**src/design/mmla_pkg.sv**
```systemverilog
// ----------------------------------------------------------------------------
// mmla_pkg
// Shared types, constants and codes for the multi-mode loss accumulator.
// ----------------------------------------------------------------------------
package mmla_pkg;

    localparam int MAX_ELEMENTS = 1024;
    localparam int CNT_W        = $clog2(MAX_ELEMENTS + 1);
    localparam int SUM_W        = 48;
    localparam int TERM_W       = 33;
    localparam int OPA_W        = 18;
    localparam int OPB_W        = 17;
    localparam int PROD_W       = OPA_W + OPB_W;
    localparam int DIV_STEPS    = SUM_W;
    localparam int STEP_W       = $clog2(DIV_STEPS);

    localparam logic [SUM_W-1:0] SUM_MAX      = {SUM_W{1'b1}};
    localparam logic [16:0]      GAMMA_ONE    = 17'h10000;
    localparam logic [16:0]      GAMMA_RESET  = 17'h08000;
    localparam logic [14:0]      THETA_RESET  = 15'd256;
    localparam logic signed [17:0] HINGE_MARGIN = 18'sd256;

    typedef enum logic [2:0] {
        MODE_SQUARED  = 3'd0,
        MODE_ABSOLUTE = 3'd1,
        MODE_HUBER    = 3'd2,
        MODE_QUANTILE = 3'd3,
        MODE_HINGE    = 3'd4
    } mode_t;

    typedef enum logic [1:0] {
        CFG_LOSS_MODE       = 2'd0,
        CFG_HUBER_THRESHOLD = 2'd1,
        CFG_QUANTILE_GAMMA  = 2'd2
    } cfg_index_t;

    typedef enum logic [1:0] {
        KIND_FULL   = 2'd0,
        KIND_HALF   = 2'd1,
        KIND_Q8     = 2'd2,
        KIND_DIRECT = 2'd3
    } term_kind_t;

    typedef enum logic [2:0] {
        ST_IDLE = 3'd0,
        ST_MUL  = 3'd1,
        ST_ACC  = 3'd2,
        ST_DIV  = 3'd3,
        ST_OUT  = 3'd4
    } state_t;

    typedef struct packed {
        logic [2:0]  mode;
        logic [14:0] threshold;
        logic [16:0] gamma;
    } loss_cfg_t;

    typedef struct packed {
        logic             start;
        logic [SUM_W-1:0] dividend;
        logic [CNT_W-1:0] divisor;
    } div_req_t;

    typedef struct packed {
        logic             busy;
        logic             done;
        logic [SUM_W-1:0] quotient;
    } div_rsp_t;

endpackage

```
**src/design/mmla_term.sv**
```systemverilog
// ----------------------------------------------------------------------------
// mmla_term
// Per-element loss term: operand selection, then one shared 18x17 multiply.
// ----------------------------------------------------------------------------
module mmla_term (
    input  logic                      clk,
    input  logic                      load,
    input  logic                      compute,
    input  logic signed [15:0]        target,
    input  logic signed [15:0]        predicted,
    input  mmla_pkg::loss_cfg_t       cfg,
    output logic [mmla_pkg::TERM_W-1:0] term,
    output logic                      hinge
);
    import mmla_pkg::*;

    logic signed [16:0]  diff;
    logic [16:0]         mag;
    logic [16:0]         gamma_sat;
    logic signed [17:0]  pred_ext;
    logic signed [17:0]  hinge_x;
    logic [TERM_W-1:0]   hinge_term;
    logic [OPA_W-1:0]    op_a;
    logic [OPB_W-1:0]    op_b;
    term_kind_t          kind;
    logic [TERM_W-1:0]   direct;
    logic [PROD_W-1:0]   product;

    logic [OPA_W-1:0]    op_a_reg;
    logic [OPB_W-1:0]    op_b_reg;
    term_kind_t          kind_reg;
    logic [TERM_W-1:0]   direct_reg;
    logic                hinge_reg;
    logic [TERM_W-1:0]   term_reg;
    logic [TERM_W-1:0]   term_next;

    always_comb
    begin
        diff      = {target[15], target} - {predicted[15], predicted};
        mag       = diff[16] ? 17'(~diff + 17'd1) : 17'(diff);
        gamma_sat = (cfg.gamma > GAMMA_ONE) ? GAMMA_ONE : cfg.gamma;
        pred_ext  = {{2{predicted[15]}}, predicted};

        // sign of target picks the margin direction
        if (!target[15] && (target != 16'sd0))
            hinge_x = HINGE_MARGIN - pred_ext;
        else if (target[15])
            hinge_x = HINGE_MARGIN + pred_ext;
        else
            hinge_x = HINGE_MARGIN;

        if (hinge_x[17] || (hinge_x == 18'sd0))
            hinge_term = '0;
        else
            hinge_term = TERM_W'({hinge_x[16:0], 8'b0});

        op_a   = {1'b0, mag};
        op_b   = mag;
        kind   = KIND_FULL;
        direct = '0;
        case (mode_t'(cfg.mode))
            MODE_ABSOLUTE:
            begin
                kind   = KIND_DIRECT;
                direct = TERM_W'({mag, 8'b0});
            end
            MODE_HUBER:
            begin
                kind = KIND_HALF;
                // linear region: theta * (2a - theta)
                if (mag > {2'b0, cfg.threshold})
                begin
                    op_a = OPA_W'({mag, 1'b0}) - OPA_W'(cfg.threshold);
                    op_b = {2'b0, cfg.threshold};
                end
            end
            MODE_QUANTILE:
            begin
                kind = KIND_Q8;
                op_a = diff[16] ? {1'b0, GAMMA_ONE - gamma_sat} : {1'b0, gamma_sat};
            end
            MODE_HINGE:
            begin
                kind   = KIND_DIRECT;
                direct = hinge_term;
            end
            default:
            begin
                kind = KIND_FULL;
            end
        endcase
    end

    always_ff @(posedge clk)
    begin
        if (load)
        begin
            op_a_reg   <= op_a;
            op_b_reg   <= op_b;
            kind_reg   <= kind;
            direct_reg <= direct;
            hinge_reg  <= (mode_t'(cfg.mode) == MODE_HINGE);
        end
    end

    assign product = PROD_W'(op_a_reg) * PROD_W'(op_b_reg);

    always_comb
    begin
        case (kind_reg)
            KIND_FULL:   term_next = product[TERM_W-1:0];
            KIND_HALF:   term_next = product[TERM_W:1];
            KIND_Q8:     term_next = TERM_W'(product[PROD_W-1:8]);
            KIND_DIRECT: term_next = direct_reg;
            default:     term_next = product[TERM_W-1:0];
        endcase
    end

    always_ff @(posedge clk)
    begin
        if (compute)
            term_reg <= term_next;
    end

    assign term  = term_reg;
    assign hinge = hinge_reg;

endmodule

```
**src/design/mmla_div.sv**
```systemverilog
// ----------------------------------------------------------------------------
// mmla_div
// Restoring divider, one quotient bit per cycle: sum over element count.
// ----------------------------------------------------------------------------
module mmla_div (
    input  logic                clk,
    input  logic                rst_n,
    input  mmla_pkg::div_req_t  req,
    output mmla_pkg::div_rsp_t  rsp
);
    import mmla_pkg::*;

    logic               busy_reg;
    logic               done_reg;
    logic [STEP_W-1:0]  step_reg;
    logic [CNT_W-1:0]   rem_reg;
    logic [SUM_W-1:0]   quot_reg;
    logic [CNT_W-1:0]   divisor_reg;

    logic [CNT_W:0]     shifted;
    logic               fits;
    logic [CNT_W-1:0]   rem_next;
    logic               last_step;

    always_comb
    begin
        shifted   = {rem_reg, quot_reg[SUM_W-1]};
        fits      = (shifted >= {1'b0, divisor_reg});
        rem_next  = fits ? CNT_W'(shifted - {1'b0, divisor_reg}) : shifted[CNT_W-1:0];
        last_step = (step_reg == STEP_W'(DIV_STEPS - 1));
    end

    always_ff @(posedge clk or negedge rst_n)
    begin
        if (!rst_n)
        begin
            busy_reg <= 1'b0;
            done_reg <= 1'b0;
            step_reg <= '0;
        end
        else
        begin
            done_reg <= busy_reg && last_step;
            if (req.start)
            begin
                busy_reg <= 1'b1;
                step_reg <= '0;
            end
            else if (busy_reg)
            begin
                step_reg <= step_reg + 1'b1;
                if (last_step)
                    busy_reg <= 1'b0;
            end
        end
    end

    always_ff @(posedge clk)
    begin
        if (req.start)
        begin
            rem_reg     <= '0;
            quot_reg    <= req.dividend;
            divisor_reg <= req.divisor;
        end
        else if (busy_reg)
        begin
            rem_reg  <= rem_next;
            quot_reg <= {quot_reg[SUM_W-2:0], fits};
        end
    end

    assign rsp.busy     = busy_reg;
    assign rsp.done     = done_reg;
    assign rsp.quotient = quot_reg;

endmodule

```
**src/design/multi_mode_loss_accumulator.sv**
```systemverilog
// ----------------------------------------------------------------------------
// multi_mode_loss_accumulator
// Accumulates squared, absolute, huber, quantile or hinge loss over a vector
// of Q8.8 pairs and emits the mean (or the plain sum for hinge) on last.
// ----------------------------------------------------------------------------
//  channel  direction  handshake            payload
//  in       receive    in_valid / in_stall  target, predicted, last
//  out      send       out_valid / out_stall loss, saturated
//  cfg      receive    cfg_valid / cfg_ready cfg_index, cfg_data
//
//  an element without last passes through accept, then the shared multiply;
//  the sum update overlaps the next accept.
//  a last element passes through accept, the shared multiply and the sum
//  update, then for every mode but hinge the restoring divider (one quotient
//  bit per cycle, then done) before the output state; hinge skips the divider.
//  rst_n clears control, sum, count and the registers to their defaults.
//  a waiting result sits in the output register; a new vector may start
//  meanwhile, and the next result waits until that register is free.
// ----------------------------------------------------------------------------
module multi_mode_loss_accumulator (
    input  logic               clk,
    input  logic               rst_n,
    input  logic               in_valid,
    output logic               in_stall,
    input  logic signed [15:0] target,
    input  logic signed [15:0] predicted,
    input  logic               last,
    output logic               out_valid,
    input  logic               out_stall,
    output logic [47:0]        loss,
    output logic               saturated,
    input  logic               cfg_valid,
    output logic               cfg_ready,
    input  logic [1:0]         cfg_index,
    input  logic [16:0]        cfg_data
);
    import mmla_pkg::*;

    state_t             state_reg;
    state_t             state_next;
    logic [2:0]         mode_reg;
    logic [14:0]        theta_reg;
    logic [16:0]        gamma_reg;
    loss_cfg_t          cfg;

    logic               accept;
    logic               last_reg;
    logic               acc_pend_reg;
    logic [SUM_W-1:0]   sum_reg;
    logic [CNT_W-1:0]   count_reg;
    logic               ovf_reg;
    logic               sat_hold_reg;
    logic [SUM_W-1:0]   res_reg;
    logic               out_valid_reg;
    logic [SUM_W-1:0]   loss_reg;
    logic               saturated_reg;

    logic [TERM_W-1:0]  term;
    logic               hinge;
    logic [SUM_W:0]     sum_wide;
    logic [SUM_W-1:0]   sum_acc;
    logic               count_full;
    logic [CNT_W-1:0]   count_acc;
    logic               ovf_acc;
    logic               out_load;
    div_req_t           div_req;
    div_rsp_t           div_rsp;

    assign cfg_ready = 1'b1;
    assign cfg       = '{mode: mode_reg, threshold: theta_reg, gamma: gamma_reg};
    assign in_stall  = (state_reg != ST_IDLE);
    assign accept    = in_valid && !in_stall;

    always_ff @(posedge clk or negedge rst_n)
    begin
        if (!rst_n)
        begin
            mode_reg  <= MODE_SQUARED;
            theta_reg <= THETA_RESET;
            gamma_reg <= GAMMA_RESET;
        end
        else if (cfg_valid && cfg_ready)
        begin
            case (cfg_index_t'(cfg_index))
                CFG_LOSS_MODE:       mode_reg  <= cfg_data[2:0];
                CFG_HUBER_THRESHOLD: theta_reg <= cfg_data[14:0];
                CFG_QUANTILE_GAMMA:  gamma_reg <= cfg_data;
                default:             ;
            endcase
        end
    end

    mmla_term u_term (
        .clk       (clk),
        .load      (accept),
        .compute   (state_reg == ST_MUL),
        .target    (target),
        .predicted (predicted),
        .cfg       (cfg),
        .term      (term),
        .hinge     (hinge)
    );

    mmla_div u_div (
        .clk   (clk),
        .rst_n (rst_n),
        .req   (div_req),
        .rsp   (div_rsp)
    );

    // saturating accumulate of the term produced in the cycle before
    always_comb
    begin
        sum_wide   = {1'b0, sum_reg} + (SUM_W + 1)'(term);
        sum_acc    = sum_wide[SUM_W] ? SUM_MAX : sum_wide[SUM_W-1:0];
        count_full = (count_reg >= CNT_W'(MAX_ELEMENTS));
        count_acc  = count_full ? count_reg : count_reg + 1'b1;
        ovf_acc    = ovf_reg | sum_wide[SUM_W] | count_full;
    end

    always_comb
    begin
        state_next       = state_reg;
        div_req.start    = 1'b0;
        div_req.dividend = sum_acc;
        div_req.divisor  = count_acc;
        out_load         = 1'b0;
        case (state_reg)
            ST_IDLE:
            begin
                if (accept)
                    state_next = ST_MUL;
            end
            ST_MUL:
            begin
                state_next = last_reg ? ST_ACC : ST_IDLE;
            end
            ST_ACC:
            begin
                if (hinge)
                    state_next = ST_OUT;
                else
                begin
                    div_req.start = 1'b1;
                    state_next    = ST_DIV;
                end
            end
            ST_DIV:
            begin
                if (div_rsp.done)
                    state_next = ST_OUT;
            end
            ST_OUT:
            begin
                if (!out_valid_reg || !out_stall)
                begin
                    out_load   = 1'b1;
                    state_next = ST_IDLE;
                end
            end
            default:
            begin
                state_next = ST_IDLE;
            end
        endcase
    end

    always_ff @(posedge clk or negedge rst_n)
    begin
        if (!rst_n)
        begin
            state_reg     <= ST_IDLE;
            acc_pend_reg  <= 1'b0;
            sum_reg       <= '0;
            count_reg     <= '0;
            ovf_reg       <= 1'b0;
            out_valid_reg <= 1'b0;
        end
        else
        begin
            state_reg    <= state_next;
            acc_pend_reg <= (state_reg == ST_MUL);
            if (state_reg == ST_ACC)
            begin
                sum_reg   <= '0;
                count_reg <= '0;
                ovf_reg   <= 1'b0;
            end
            else if (acc_pend_reg)
            begin
                sum_reg   <= sum_acc;
                count_reg <= count_acc;
                ovf_reg   <= ovf_acc;
            end
            if (out_load)
                out_valid_reg <= 1'b1;
            else if (!out_stall)
                out_valid_reg <= 1'b0;
        end
    end

    always_ff @(posedge clk)
    begin
        if (accept)
            last_reg <= last;
        if (state_reg == ST_ACC)
        begin
            res_reg      <= sum_acc;
            sat_hold_reg <= ovf_acc;
        end
        else if ((state_reg == ST_DIV) && div_rsp.done)
            res_reg <= div_rsp.quotient;
        if (out_load)
        begin
            loss_reg      <= res_reg;
            saturated_reg <= sat_hold_reg;
        end
    end

    assign out_valid = out_valid_reg;
    assign loss      = loss_reg;
    assign saturated = saturated_reg;

`ifndef SYNTHESIS
    a_accept_blocks: assert property (@(posedge clk) disable iff (!rst_n)
        accept |=> in_stall)
        else $error("input taken while an element was still in work");

    a_div_in_state: assert property (@(posedge clk) disable iff (!rst_n)
        div_rsp.busy |-> (state_reg == ST_DIV))
        else $error("divider running outside the divide state");

    a_count_bound: assert property (@(posedge clk) disable iff (!rst_n)
        count_reg <= CNT_W'(MAX_ELEMENTS))
        else $error("element count beyond its limit");

    a_result_source: assert property (@(posedge clk) disable iff (!rst_n)
        $rose(out_valid) |-> $past(state_reg == ST_OUT))
        else $error("result shown without passing the output state");
`endif

endmodule

```
**config.mk**
```make
export PLATFORM = sky130hd
export DESIGN_NAME = multi_mode_loss_accumulator
export DESIGN_NICKNAME = d
export VERILOG_FILES = /design/src/design/mmla_pkg.sv /design/src/design/mmla_term.sv /design/src/design/mmla_div.sv /design/src/design/multi_mode_loss_accumulator.sv
export SDC_FILE = /design/constraint.sdc
export NUM_CORES = 2
export LEC_CHECK = 0
export ABC_AREA = 1
export BUFFER_PORTS_ARGS = -buffer_cell sky130_fd_sc_hd__clkbuf_2
export CAP_MARGIN = 10
export CORE_MARGIN = 5
export CORE_UTILIZATION = 25
export DETAILED_ROUTE_END_ITERATION = 8
export GPL_TIMING_DRIVEN = 0
export SLEW_MARGIN = 0
export SYNTH_ARGS = -nofsm -noshare
export SYNTH_HDL_FRONTEND = slang
export SYNTH_HIERARCHICAL = 1
export SYNTH_SLANG_ARGS = --single-unit
```
**constraint.sdc**
```tcl
create_clock -name clk -period 5.8 [get_ports clk]
set_clock_uncertainty 0.05 [all_clocks]
set_input_delay 0.29 -clock clk [delete_from_list [all_inputs] [get_ports clk]]
set_output_delay 0.29 -clock clk [all_outputs]
set_load 0.05 [all_outputs]
```
==> flow_summary.yaml <==
status:
  status: "finished with violations"
  violations: "negative setup slack"
setup_path:
  reg2reg_slack_ns: -0.34
  reg2reg_depth: 24
  worstSetupStartpointType: "flop"
  r2r_end: "u_term/term[22]"
  cp-startpoint: "u_term/op_a_reg[12]"
  cp.arrival_ns: 6.38
  required_ns: 6.04
  cp-end-kind: "flop"
  crit_type: "flop to flop"
  path_max_fanout: 4
  worstReg2RegStart: "u_term/op_a_reg[12]"
die:
  die-height_um: 382.8
  coreArea_um2: 137800
  die-area_um2: 146500
  initial_core_util: 0.2521
  io-pin-count: 109
  dieWidth_um: 382.8
  rows: 136
logic_synthesis:
  avgSynthCellArea_um2: 7.541
  synth_nets: 5115
  synthCells: 4608
  ys_warn_count: 6
  synth_area_um2: 34750
drt:
  drtPass1Iterations: 6
  vias: 30010
  drc: 0
  ant_nets: 0
  wl_per_cell_um: 15.56
  routed_via_density: 4.482
  drtIter0Drc: 2265
  wl_um: 104200
global_route:
  grt_max_degree: 97
  antenna_found_initial: 0
  grt_pass1_vias: 29590
  grt_usage: 0.1376
  grt_pass1_wl_um: 161900
  overflow: 0
min_path:
  hold_path_end: "state_reg[0]"
  hp-start: "in_valid"
  hold_depth: 3
  hold_class: "input port to flop"
clock_network:
  clock_latency_ns: 0.61
  cts_root_buffer: "clkbuf_16"
  cts_buffers: 40
  htreeDepth: 2
  cts.sinks: 365
  clockBufferDepth: 3
  cts_tree: "done"
  clk_pin_slew_ns: 0.06
layout:
  final_util: 0.3039
  drive_above_1_share: 0.1601
  antenna_cells: 0
  area_growth_pct: 20.53
  nets: 5377
timing:
  fin_ws_ns: -0.3366
  fin_crit_ns: 6.137
  rsz0062_at_grt: "true"
  period_share: 1.058
  hold_slack_ns: 0.05949
  slew_headroom: 0.2023
  finalSetupViolations: 23
  final-max-slew-violation-count: 0
  clock.fmax_mhz: 163.0
  hold_viol_final: 0
  worst_pin_slew_ns: 1.187
placement:
  dp_hpwl_um: 81750
  io_buffers: 107
  gp_congestion: 0.9319
  place_ws_ns: -1.382
job:
  drv_cap: 0
[stage by stage]
step / std cells / instance area (µm²) / setup TNS [ns]
floorplan: 4608 / 34860 / 0
global placement: 6509 / 37640 / -24.44
detailed placement: 6517 / 37810 / -24.77
CTS: 6676 / 41230 / -2.570
global route: 6696 / 41880 / -7.289
finish: 6696 / 41880 / -4.135
[layout make-up]
type                       instances  area [µm²]
tap                             1794        2245
clock inverter                    27       289.0
inverter                         940        3536
timing repair buffer             232        1805
multi-input combinational       3155       21330
buffer                           136        1326
clock buffer                      47        1037
fill                           14670       95950
sequential                       365       10310
[metal layers]
metal	up-vias	share of wire	GRT usage
met4	0	0.036	0.04582
met2	851	0.46	0.2283
li1	14720	-	-
met1	14250	0.45	0.1849
met5	-	0	0
met3	187	0.057	0.01910
[critical path, stage by stage (launching register included)]
cell and delay, ns:
edfxtp_1 0.53, buf_6 0.20, nand2_2 0.06, inv_2 0.04
fa_1 0.54, inv_2 0.04, fa_1 0.52, inv_2 0.04
fa_1 0.51, fa_1 0.44, fa_1 0.57, inv_2 0.05
fa_1 0.55, inv_2 0.07, ha_4 0.28, a21oi_4 0.17
o21ai_2 0.09, o21bai_4 0.19, nand2_2 0.09, nand3_4 0.09
a21oi_4 0.16, xor2_2 0.15, buf_6 0.13, nand3b_1 0.13
nand4_1 0.11
[repair_timing]
action,4_1_cts,5_1_grt
setup endpoints to repair,29,30
pin swaps,111,103
hold buffers,20,0
gates resized for setup,305,147
cloned,1,0
setup buffers,77,21
hold endpoints to repair,143,0
[placed cells by master (no fill, tap or decap), types with 17 or more instances in the layout]
cell           count
nand2_1         1503
nand3_1          198
ha_4              21
clkbuf_2         109
clkbuf_16         50
clkbuf_1          49
xnor2_1           25
dlygate4sd3_1     20
a21oi_2           18
o21ai_1           21
nor2_2            18
nor3_1            27
nand3_2           38
inv_2             58
inv_1            871
xor2_1            55
fa_1             226
edfxtp_1         246
dfrtp_1          106
nor2_1           231
buf_6             43
nand3_4           23
nand4_1           64
o21ai_0          102
clkbuf_8          27
ha_1             184
a21oi_1           90
nand2_2           69
fa_2              17
o21ai_2           51
nor2_4            33
buf_4             73
[worst max-delay path by stage]
stage / endpoint / slack [ns] / cells after the start
after detailed placement: u_term/term[22] / -1.38 / 22
after CTS: u_term/term[22] / -0.27 / 24
after floorplan: u_term/term[27] / 0.002 / 21
final: u_term/term[22] / -0.34 / 24
after global routing: u_term/term[22] / -0.44 / 24
after global placement: u_term/term[22] / -1.37 / 21
Power is not shown: default switching activity piles up to over one toggle a cycle in this logic, so the estimate is an artifact.
